<file path="src/design/tevq_pkg.sv">
// Package for the timer event queue: field widths, kind and result codes,
// controller states and the command/status structs between control and datapath.
// No dependencies.
package tevq_pkg;

	localparam int TIME_W      = 32;
	localparam int DELAY_W     = 31;
	localparam int ID_W        = 32;
	localparam int KIND_W      = 2;
	localparam int S_DATA_W    = 64;
	localparam int M_DATA_W    = 32;
	localparam int MAX_RESULTS = 16;
	localparam int CNT_W       = $clog2(MAX_RESULTS + 1);

	// Input item kinds.
	localparam logic [KIND_W-1:0] KIND_ADD    = 2'd0;
	localparam logic [KIND_W-1:0] KIND_CANCEL = 2'd1;
	localparam logic [KIND_W-1:0] KIND_TICK   = 2'd2;

	// Result kinds.
	localparam logic [KIND_W-1:0] RES_ASSIGNED = 2'd0;
	localparam logic [KIND_W-1:0] RES_EXPIRED  = 2'd1;
	localparam logic [KIND_W-1:0] RES_REJECTED = 2'd2;

	typedef enum logic [2:0] {
		ST_IDLE,
		ST_ADD,
		ST_CANCEL,
		ST_TICK_SCAN,
		ST_TICK_DECIDE,
		ST_TICK_FINAL
	} state_t;

	typedef enum logic [1:0] {
		EMIT_NONE,
		EMIT_ASSIGNED,
		EMIT_REJECTED,
		EMIT_PENDING
	} emit_t;

	typedef struct packed {
		logic  latch;
		logic  tick_adv;
		logic  addr_clr;
		logic  addr_inc;
		logic  scan_start;
		logic  add_write;
		logic  cancel_mark;
		logic  drop_mark;
		logic  take_best;
		emit_t emit;
		logic  emit_last;
	} cmd_t;

	typedef struct packed {
		logic slot_free;
		logic at_end;
		logic scan_done;
		logic best_found;
		logic out_free;
	} stat_t;

endpackage

</file>
<file path="src/design/tevq_ram.sv">
// Generic single-port-write, single-port-read RAM with registered read data.
// No dependencies.
module tevq_ram #(
	parameter int WIDTH = 64,
	parameter int DEPTH = 16
) (
	input  logic                     clk,
	input  logic                     we,
	input  logic [$clog2(DEPTH)-1:0] waddr,
	input  logic [WIDTH-1:0]         wdata,
	input  logic [$clog2(DEPTH)-1:0] raddr,
	output logic [WIDTH-1:0]         rdata
);

	logic [WIDTH-1:0] mem [DEPTH];

	always_ff @(posedge clk) begin
		if (we) begin
			mem[waddr] <= wdata;
		end
		rdata <= mem[raddr];
	end

endmodule

</file>
<file path="src/design/tevq_ctrl.sv">
// Controller state machine of the timer event queue.
// Depends on tevq_pkg; drives the datapath through cmd_t and reads stat_t.
module tevq_ctrl (
	input  logic                       clk,
	input  logic                       arst_n,
	input  logic                       in_valid,
	input  logic [tevq_pkg::KIND_W-1:0] in_kind,
	output logic                       in_ready,
	input  tevq_pkg::stat_t            st,
	output tevq_pkg::cmd_t             cmd
);

	tevq_pkg::state_t state_q, state_d;
	logic [tevq_pkg::CNT_W-1:0] cnt_q, cnt_d;
	logic pend_v_q, pend_v_d;

	always_ff @(posedge clk or negedge arst_n) begin
		if (!arst_n) begin
			state_q  <= tevq_pkg::ST_IDLE;
			cnt_q    <= '0;
			pend_v_q <= 1'b0;
		end else begin
			state_q  <= state_d;
			cnt_q    <= cnt_d;
			pend_v_q <= pend_v_d;
		end
	end

	always_comb begin
		state_d  = state_q;
		cnt_d    = cnt_q;
		pend_v_d = pend_v_q;
		cmd      = '0;
		in_ready = 1'b0;
		unique case (state_q)
			tevq_pkg::ST_IDLE: begin
				in_ready = 1'b1;
				if (in_valid) begin
					cmd.latch = 1'b1;
					case (in_kind)
						tevq_pkg::KIND_ADD: begin
							cmd.addr_clr = 1'b1;
							state_d      = tevq_pkg::ST_ADD;
						end
						tevq_pkg::KIND_CANCEL: begin
							cmd.scan_start = 1'b1;
							state_d        = tevq_pkg::ST_CANCEL;
						end
						tevq_pkg::KIND_TICK: begin
							cmd.tick_adv   = 1'b1;
							cmd.scan_start = 1'b1;
							cnt_d          = '0;
							pend_v_d       = 1'b0;
							state_d        = tevq_pkg::ST_TICK_SCAN;
						end
						default: begin
							state_d = tevq_pkg::ST_IDLE;
						end
					endcase
				end
			end
			tevq_pkg::ST_ADD: begin
				if (st.at_end) begin
					if (st.out_free) begin
						cmd.emit = tevq_pkg::EMIT_REJECTED;
						state_d  = tevq_pkg::ST_IDLE;
					end
				end else if (st.slot_free) begin
					if (st.out_free) begin
						cmd.add_write = 1'b1;
						cmd.emit      = tevq_pkg::EMIT_ASSIGNED;
						state_d       = tevq_pkg::ST_IDLE;
					end
				end else begin
					cmd.addr_inc = 1'b1;
				end
			end
			tevq_pkg::ST_CANCEL: begin
				cmd.cancel_mark = 1'b1;
				if (st.scan_done) begin
					state_d = tevq_pkg::ST_IDLE;
				end
			end
			tevq_pkg::ST_TICK_SCAN: begin
				cmd.drop_mark = 1'b1;
				if (st.scan_done) begin
					state_d = tevq_pkg::ST_TICK_DECIDE;
				end
			end
			tevq_pkg::ST_TICK_DECIDE: begin
				if (st.out_free) begin
					if (st.best_found) begin
						cmd.take_best = 1'b1;
						if (pend_v_q) begin
							cmd.emit      = tevq_pkg::EMIT_PENDING;
							cmd.emit_last = 1'b0;
						end
						pend_v_d = 1'b1;
						cnt_d    = cnt_q + tevq_pkg::CNT_W'(1);
						if (cnt_q == tevq_pkg::CNT_W'(tevq_pkg::MAX_RESULTS - 1)) begin
							state_d = tevq_pkg::ST_TICK_FINAL;
						end else begin
							cmd.scan_start = 1'b1;
							state_d        = tevq_pkg::ST_TICK_SCAN;
						end
					end else begin
						if (pend_v_q) begin
							cmd.emit      = tevq_pkg::EMIT_PENDING;
							cmd.emit_last = 1'b1;
						end
						pend_v_d = 1'b0;
						state_d  = tevq_pkg::ST_IDLE;
					end
				end
			end
			tevq_pkg::ST_TICK_FINAL: begin
				if (st.out_free) begin
					cmd.emit      = tevq_pkg::EMIT_PENDING;
					cmd.emit_last = 1'b1;
					pend_v_d      = 1'b0;
					state_d       = tevq_pkg::ST_IDLE;
				end
			end
			default: begin
				state_d = tevq_pkg::ST_IDLE;
			end
		endcase
	end

endmodule

</file>
<file path="src/design/tevq_datapath.sv">
// Datapath of the timer event queue: clock and id counters, slot flags, the
// entry RAM, the two-stage scan pipeline with best-candidate registers and the
// output register. Depends on tevq_pkg and tevq_ram.
module tevq_datapath #(
	parameter int DEPTH = 16
) (
	input  logic                             clk,
	input  logic                             arst_n,
	input  tevq_pkg::cmd_t                   cmd,
	output tevq_pkg::stat_t                  st,
	input  logic [tevq_pkg::S_DATA_W-1:0]    in_data,
	input  logic                             out_ready,
	output logic                             out_valid,
	output logic [tevq_pkg::M_DATA_W-1:0]    out_data,
	output logic [tevq_pkg::KIND_W-1:0]      out_kind,
	output logic                             out_last
);

	localparam int IW    = $clog2(DEPTH);
	localparam int CW    = $clog2(DEPTH + 1);
	localparam int RAM_W = tevq_pkg::ID_W + tevq_pkg::TIME_W;
	localparam int TW    = tevq_pkg::TIME_W;
	localparam int DW    = tevq_pkg::DELAY_W;
	localparam int IDW   = tevq_pkg::ID_W;

	logic [TW-1:0]    now_q;
	logic [IDW-1:0]   next_id_q;
	logic [DW-1:0]    delay_q;
	logic [IDW-1:0]   cancel_id_q;
	logic [DEPTH-1:0] valid_q;
	logic [DEPTH-1:0] canc_q;
	logic [CW-1:0]    addr_q;
	logic             run_q;
	logic             done_q;

	logic             v_s1, last_s1;
	logic [IW-1:0]    slot_s1;
	logic             v_s2, last_s2, cand_s2, drop_s2;
	logic [IW-1:0]    slot_s2;
	logic [TW-1:0]    age_s2;
	logic [IDW-1:0]   id_s2;

	logic             best_found_q;
	logic [TW-1:0]    best_age_q;
	logic [IDW-1:0]   best_id_q;
	logic [IW-1:0]    best_slot_q;
	logic [IDW-1:0]   pend_id_q;

	logic                           out_v_q;
	logic [tevq_pkg::KIND_W-1:0]    out_kind_q;
	logic [IDW-1:0]                 out_id_q;
	logic                           out_last_q;

	logic [RAM_W-1:0] wdata, rdata;
	logic [IDW-1:0]   rd_id;
	logic [TW-1:0]    rd_exp, age_s1;
	logic             vbit_s1, cbit_s1, expired_s1;
	logic             better_s2, out_free, addr_last;

	tevq_ram #(
		.WIDTH(RAM_W),
		.DEPTH(DEPTH)
	) u_entry_ram (
		.clk  (clk),
		.we   (cmd.add_write),
		.waddr(addr_q[IW-1:0]),
		.wdata(wdata),
		.raddr(addr_q[IW-1:0]),
		.rdata(rdata)
	);

	assign wdata      = {next_id_q, now_q + TW'(delay_q)};
	assign rd_id      = rdata[RAM_W-1:TW];
	assign rd_exp     = rdata[TW-1:0];
	assign age_s1     = now_q - rd_exp;
	assign expired_s1 = ~age_s1[TW-1];
	assign vbit_s1    = valid_q[slot_s1];
	assign cbit_s1    = canc_q[slot_s1];
	assign addr_last  = (addr_q == CW'(DEPTH - 1));

	// Strictly better only, so an earlier slot keeps a full tie.
	assign better_s2 = v_s2 && cand_s2 && (!best_found_q || (age_s2 > best_age_q) ||
		((age_s2 == best_age_q) && (id_s2 < best_id_q)));

	assign out_free = !out_v_q || out_ready;

	assign st.slot_free  = !valid_q[addr_q[IW-1:0]];
	assign st.at_end     = (addr_q == CW'(DEPTH));
	assign st.scan_done  = done_q;
	assign st.best_found = best_found_q;
	assign st.out_free   = out_free;

	assign out_valid = out_v_q;
	assign out_data  = out_id_q;
	assign out_kind  = out_kind_q;
	assign out_last  = out_last_q;

	always_ff @(posedge clk or negedge arst_n) begin
		if (!arst_n) begin
			now_q        <= '0;
			next_id_q    <= IDW'(1);
			valid_q      <= '0;
			canc_q       <= '0;
			addr_q       <= '0;
			run_q        <= 1'b0;
			v_s1         <= 1'b0;
			last_s1      <= 1'b0;
			v_s2         <= 1'b0;
			last_s2      <= 1'b0;
			done_q       <= 1'b0;
			best_found_q <= 1'b0;
			out_v_q      <= 1'b0;
		end else begin
			if (cmd.tick_adv) begin
				now_q <= now_q + TW'(1);
			end

			if (cmd.addr_clr) begin
				addr_q <= '0;
			end else if (cmd.scan_start) begin
				addr_q <= '0;
				run_q  <= 1'b1;
			end else if (cmd.addr_inc || run_q) begin
				addr_q <= addr_q + CW'(1);
				if (run_q && addr_last) begin
					run_q <= 1'b0;
				end
			end

			v_s1    <= run_q;
			last_s1 <= run_q && addr_last;
			v_s2    <= v_s1;
			last_s2 <= v_s1 && last_s1;
			done_q  <= v_s2 && last_s2;

			if (cmd.scan_start) begin
				best_found_q <= 1'b0;
			end else if (better_s2) begin
				best_found_q <= 1'b1;
			end

			if (cmd.cancel_mark && v_s1 && vbit_s1 && (rd_id == cancel_id_q)) begin
				canc_q[slot_s1] <= 1'b1;
			end
			if (cmd.drop_mark && v_s2 && drop_s2) begin
				valid_q[slot_s2] <= 1'b0;
			end
			if (cmd.take_best) begin
				valid_q[best_slot_q] <= 1'b0;
			end
			if (cmd.add_write) begin
				valid_q[addr_q[IW-1:0]] <= 1'b1;
				canc_q[addr_q[IW-1:0]]  <= 1'b0;
				next_id_q               <= next_id_q + IDW'(1);
			end

			if (cmd.emit != tevq_pkg::EMIT_NONE) begin
				out_v_q <= 1'b1;
			end else if (out_ready) begin
				out_v_q <= 1'b0;
			end
		end
	end

	always_ff @(posedge clk) begin
		if (cmd.latch) begin
			delay_q     <= in_data[DW-1:0];
			cancel_id_q <= in_data[DW+IDW-1:DW];
		end

		slot_s1 <= addr_q[IW-1:0];
		slot_s2 <= slot_s1;
		age_s2  <= age_s1;
		id_s2   <= rd_id;
		cand_s2 <= vbit_s1 && !cbit_s1 && expired_s1;
		drop_s2 <= vbit_s1 && cbit_s1 && expired_s1;

		if (better_s2) begin
			best_age_q  <= age_s2;
			best_id_q   <= id_s2;
			best_slot_q <= slot_s2;
		end
		if (cmd.take_best) begin
			pend_id_q <= best_id_q;
		end

		case (cmd.emit)
			tevq_pkg::EMIT_ASSIGNED: begin
				out_kind_q <= tevq_pkg::RES_ASSIGNED;
				out_id_q   <= next_id_q;
				out_last_q <= 1'b1;
			end
			tevq_pkg::EMIT_REJECTED: begin
				out_kind_q <= tevq_pkg::RES_REJECTED;
				out_id_q   <= '0;
				out_last_q <= 1'b1;
			end
			tevq_pkg::EMIT_PENDING: begin
				out_kind_q <= tevq_pkg::RES_EXPIRED;
				out_id_q   <= pend_id_q;
				out_last_q <= cmd.emit_last;
			end
			default: begin
				out_kind_q <= out_kind_q;
			end
		endcase
	end

endmodule

</file>
<file path="src/design/timer_event_queue_with_cancel.sv">
// Top level of the timer event queue with cancel.
// Depends on tevq_pkg, tevq_ctrl, tevq_datapath (which holds tevq_ram).
//
// The block keeps up to QUEUE_DEPTH one-shot timer events, each stored as an
// expiry time and a 32-bit id in one entry RAM, with a valid and a cancelled
// flag per slot in flip-flops. One input transaction is processed at a time.
// An add searches the slot flags from the lowest slot up, one slot per cycle;
// it writes expiry = now + delay and returns the new id, or a rejected result
// with id zero when the table is full. A cancel reads every entry through the
// RAM read port, flags each valid entry whose id matches and returns nothing.
// A tick advances the millisecond counter, then runs one full scan of the RAM
// per reported event, plus a last scan that finds none when fewer than 16 are
// reported, keeping the earliest expiry (lower id, then lower slot, on ties).
// Adds and ticks also wait while the output register is still occupied.
// Cancelled events that have expired are dropped silently during the scans.
// The single RAM read port makes each scan visit the slots one at a time.
// Every result is held in an output register, so the block takes the next
// input transaction while a finished result still waits on m_tready. The
// last result caused by an input transaction carries m_tlast. Time
// comparisons wrap modulo 2^32, id comparisons are plain unsigned, and the
// id after 2^32-1 is 0.
module timer_event_queue_with_cancel #(
	parameter int QUEUE_DEPTH = 16
) (
	input  logic        clk,
	input  logic        arst_n,
	input  logic        s_tvalid,
	output logic        s_tready,
	input  logic [63:0] s_tdata,   // delay_ms [30:0], cancel_id [62:31], zero [63]
	input  logic [1:0]  s_tuser,   // kind [1:0]
	output logic        m_tvalid,
	input  logic        m_tready,
	output logic [31:0] m_tdata,   // event_id [31:0]
	output logic [1:0]  m_tuser,   // result_kind [1:0]
	output logic        m_tlast
);

	tevq_pkg::cmd_t  cmd;
	tevq_pkg::stat_t st;

	tevq_ctrl u_ctrl (
		.clk     (clk),
		.arst_n  (arst_n),
		.in_valid(s_tvalid),
		.in_kind (s_tuser),
		.in_ready(s_tready),
		.st      (st),
		.cmd     (cmd)
	);

	tevq_datapath #(
		.DEPTH(QUEUE_DEPTH)
	) u_datapath (
		.clk      (clk),
		.arst_n   (arst_n),
		.cmd      (cmd),
		.st       (st),
		.in_data  (s_tdata),
		.out_ready(m_tready),
		.out_valid(m_tvalid),
		.out_data (m_tdata),
		.out_kind (m_tuser),
		.out_last (m_tlast)
	);

endmodule

</file>
<file path="config.mk">
export PLATFORM = sky130hd
export DESIGN_NAME = timer_event_queue_with_cancel
export DESIGN_NICKNAME = d
export VERILOG_FILES = /design/src/design/tevq_pkg.sv /design/src/design/tevq_ram.sv /design/src/design/tevq_ctrl.sv /design/src/design/tevq_datapath.sv /design/src/design/timer_event_queue_with_cancel.sv
export SDC_FILE = /design/constraint.sdc
export NUM_CORES = 2
export LEC_CHECK = 0
export ABC_AREA = 1
export BUFFER_PORTS_ARGS = -buffer_cell sky130_fd_sc_hd__buf_2
export CAP_MARGIN = 20
export CORE_MARGIN = 8
export CORE_UTILIZATION = 25
export DETAILED_ROUTE_END_ITERATION = 8
export GPL_ROUTABILITY_DRIVEN = 0
export GPL_TIMING_DRIVEN = 0
export PLACE_DENSITY_LB_ADDON = 0.08
export SYNTH_ARGS = -nofsm -noshare
export SYNTH_HDL_FRONTEND = slang
export SYNTH_SLANG_ARGS = --single-unit
</file>
<file path="constraint.sdc">
create_clock -name clk -period 17.4 [get_ports clk]
set_input_delay 3.48 -clock clk [delete_from_list [all_inputs] [get_ports clk]]
set_output_delay 3.48 -clock clk [all_outputs]
set_load 0.05 [all_outputs]
</file>
==> results.json <==
{
  "run_status": "finished clean",
  "share_of_yosys_cell_area_claimed_by_the_top_area_cell_type_pct": 60.2,
  "rr_endpoint": "u_datapath.u_entry_ram.mem[1][59]$_DFFE_PP_",
  "postRouteWirelength_um": 226000,
  "core_area_mm2": 0.243,
  "timing.critical_path.from_type": "flip-flop",
  "r2r_setup_slack_ns": 11.94,
  "postCtsSetupRepairBufs": 0,
  "cts.reportedPaths.clkPinSlew_ns": 0.06,
  "timing.setup.tns_ns": 0,
  "synth_instances": 5206,
  "numClockSinks": 1478,
  "pin_count_of_the_biggest_net_entering_global_routing": 64,
  "die_h_um": 510,
  "worstSetupEndpointType": "output pin",
  "synth-edff-count": 1222,
  "mostFrequentLayoutCell": "sky130_fd_sc_hd__edfxtp_1",
  "fraction_of_the_yosys_area_taken_by_sequential_cells_pct": 69.6,
  "cts_tree": "yes",
  "htreeDepth": 4,
  "grt_overflow_total": 0,
  "worstSetupStartpoint": "u_ctrl.state_q[0]$_DFFE_PN0P_",
  "worst-slew-pin-transition_ns": 1.15,
  "clock_insertion_delay_worst_skew_ns": 0.83,
  "net_count_after_synthesis": 5415,
  "layout_common_cells": "sky130_fd_sc_hd__edfxtp_1, sky130_fd_sc_hd__nand2_1, sky130_fd_sc_hd__nor2_1",
  "worstPathCellList": "nor2_2 > nand2_2 > inv_1 > buf_2",
  "yosysWarnings": 0,
  "detail_route.vias_per_cell": 4.66,
  "drc": 0,
  "fp.dieArea_mm2": 0.260,
  "grt_use_met2_pct": 26.0,
  "synth_top_area_cell": "sky130_fd_sc_hd__edfxtp_1",
  "grt_util_met1_pct": 24.6,
  "ioPinCount": 107,
  "worstReg2RegStart": "u_datapath.addr_q[1]$_DFFE_PN0P_",
  "io_buffers": 105,
  "via_count_of_the_first_global_routing_pass": 41600,
  "worstPathMaxFanout": 6,
  "synth_cell_types": 51,
  "cellPowerDensity_mw_per_mm2": 175,
  "critical_path_capture_point": "s_tready",
  "cts_resized": 0,
  "ctsLongestPathBuffers": 3,
  "max_stage_delay_ns": 0.48,
  "postSynth.topFlopCell": "sky130_fd_sc_hd__edfxtp_1",
  "dr_total_vias": 41600,
  "grt_setup_unrepaired": "false",
  "synth-async-reset-ratio_pct": 7.98,
  "worstSetupPathType": "reg2out",
  "global_route.usage.met3_pct": 2.76,
  "timing.slew.headroom_pct": 23.3,
  "rr_worst_depth": 17,
  "nets": 5783,
  "detail_route.iter0.violations": 3562,
  "globalRoute.busiestLayer": "met2",
  "post-route-period-util_pct": 32.1,
  "numCtsBuffers": 172,
  "layout_min_cycle_time_ns": 5.59,
  "std_cell_rows": 181,
  "groute.usage.overall_pct": 16.9,
  "post_route_cells_drive_above_1_share_pct": 10.1,
  "clk_root_buffer_cell": "sky130_fd_sc_hd__clkbuf_16",
  "grt_antenna_before_repair": 21,
  "finalHoldViolCount": 0,
  "cts_hold_buf": 0,
  "critical_path.slowest_cell": "sky130_fd_sc_hd__dfrtp_1",
  "hold_path.class": "reg2reg",
  "hpwlAfterDp_um": 161000,
  "worst_ir_drop_vdd_mv": 0.0969,
  "final.setup_skew_ns": 0.0271,
  "post_synth_main_area_contributors": "sky130_fd_sc_hd__edfxtp_1, sky130_fd_sc_hd__o21ai_0, sky130_fd_sc_hd__dfrtp_1, sky130_fd_sc_hd__nor2_1, sky130_fd_sc_hd__dfxtp_1",
  "finish_stage_setup_viols": 0,
  "holdCritStartpoint": "u_datapath.u_entry_ram.rdata[43]$_DFF_P_",
  "dr.pass1.iters": 6,
  "cap_violations": 0,
  "clock.fmax_mhz": 179,
  "worst-endpoint-required_ns": 13.92,
  "cellLeakagePower_uw": 0.0258,
  "area_delta_synth_final_pct": 19.7,
  "antenna_violating_nets_remaining": 0,
  "timing.final.max_slew_violations": 0,
  "netlist_area_mm2": 0.0610,
  "detail_route.wl_per_cell_um": 25.3,
  "die-width_um": 510,
  "fin_util_pct": 30.1,
  "cp_data_arrival_time_ns": 2.11,
  "initial_core_util_pct": 25.1,
  "postSynthAreaPerCell_um2": 11.7,
  "yosys_register_bits": 1478,
  "first_pass_grt_wire_length_um": 316000
}
logic make-up (layout without fill, tap and decap cells):
family | Yosys count | in the layout | synth area share (%)
simple gates | 1784 | 1784 | 12.1
flops | 1478 | 1478 | 69.6
compound gates | 1129 | 1129 | 10.1
buf+inv | 550 | 1065 | 3.61
fa+ha+maj | 139 | 139 | 2.88
xor+xnor | 126 | 126 | 1.81
other cells | 0 | 9 | 0
critical path, delay by kind of cell (launching register included):
| family | cells | cell delay [ns] |
|---|---|---|
| buf+inv | 2 | 0.43 |
| simple gates | 2 | 0.36 |
| flops | 1 | 0.48 |
power by group:
group	internal [uW]	total, uW	switching [uW]	leakage (uW)
Clock	2120	3630	1510	0.00276
Sequential	4550	5000	453	0.0135
Combinational	1060	4130	3070	0.00952
how the worst min path moves through the flow:
stage	end	slack, ns	depth (start not counted)
finish	u_datapath.id_s2[11]$_DFF_P_	0.36	0
global route	u_datapath.id_s2[11]$_DFF_P_	0.38	0
CTS	u_datapath.id_s2[11]$_DFF_P_	0.36	0
detailed placement	u_datapath.id_s2[11]$_DFF_P_	0.36	0
global placement	u_datapath.id_s2[6]$_DFF_P_	0.35	0
floorplan	u_datapath.slot_s2[1]$_DFF_P_	0.33	0
stage by stage:
stage               setup WS [ns]  cells  hold slack (ns)  total power [uW]  area, um2
floorplan                    8.62   5206            0.326              7060      61000
global placement             1.72   8513            0.345              9190      65500
detailed placement          11.30   8601            0.364              9260      67300
CTS                         11.73   8922            0.362             12900      73000
global route                11.62   8926            0.380             13400      73000
finish                      11.81   8932            0.362             12800      73000
synthesized netlist by cell type, drive strengths merged (107+ instances only):
master	number
nor2	751
dfxtp	138
o21ai	670
ha	137
nand2	741
nand3	107
o22ai	264
clkbuf	154
dfrtp	117
inv	331
a21oi	142
edfxtp	1222
area by class of cell:
type / count / area, um2
Buffer: 219 / 957
Fill cell: 24900 / 170000
Sequential cell: 1478 / 42400
Tap cell: 3202 / 4010
Inverter: 331 / 1240
Timing Repair Buffer: 194 / 2120
Clock buffer: 240 / 4850
Clock inverter: 81 / 790
Antenna cell: 9 / 22.5
Multi-Input combinational cell: 3178 / 16600
sequential cells by signal (all words and copies together), names as in the netlist, 2 cells and up:
signal,cells
u_datapath.pend_id_q,32
u_datapath.out_kind,2
u_datapath.age_s2,32
u_ctrl.state_q,3
u_datapath.slot_s1,4
u_datapath.u_entry_ram.mem,1024
u_datapath.best_slot_q,4
u_datapath.canc_q,16
u_datapath.cancel_id_q,32
u_datapath.addr_q,5
u_datapath.next_id_q,32
u_datapath.best_id_q,32
u_datapath.delay_q,31
u_datapath.now_q,32
u_datapath.out_data,32
u_datapath.u_entry_ram.rdata,64
u_ctrl.cnt_q,5
u_datapath.valid_q,16
u_datapath.best_age_q,32
u_datapath.slot_s2,4
u_datapath.id_s2,32
routing by layer:
| metal | vias up | share of wire (%) |
|---|---|---|
| li1 | 19300 | - |
| met1 | 20900 | 48 |
| met2 | 1131 | 44 |
| met3 | 273 | 5.3 |
| met4 | 6 | 2.7 |
| met5 | - | 0.017 |
No activity file was read; power rests on OpenSTA's default activity.
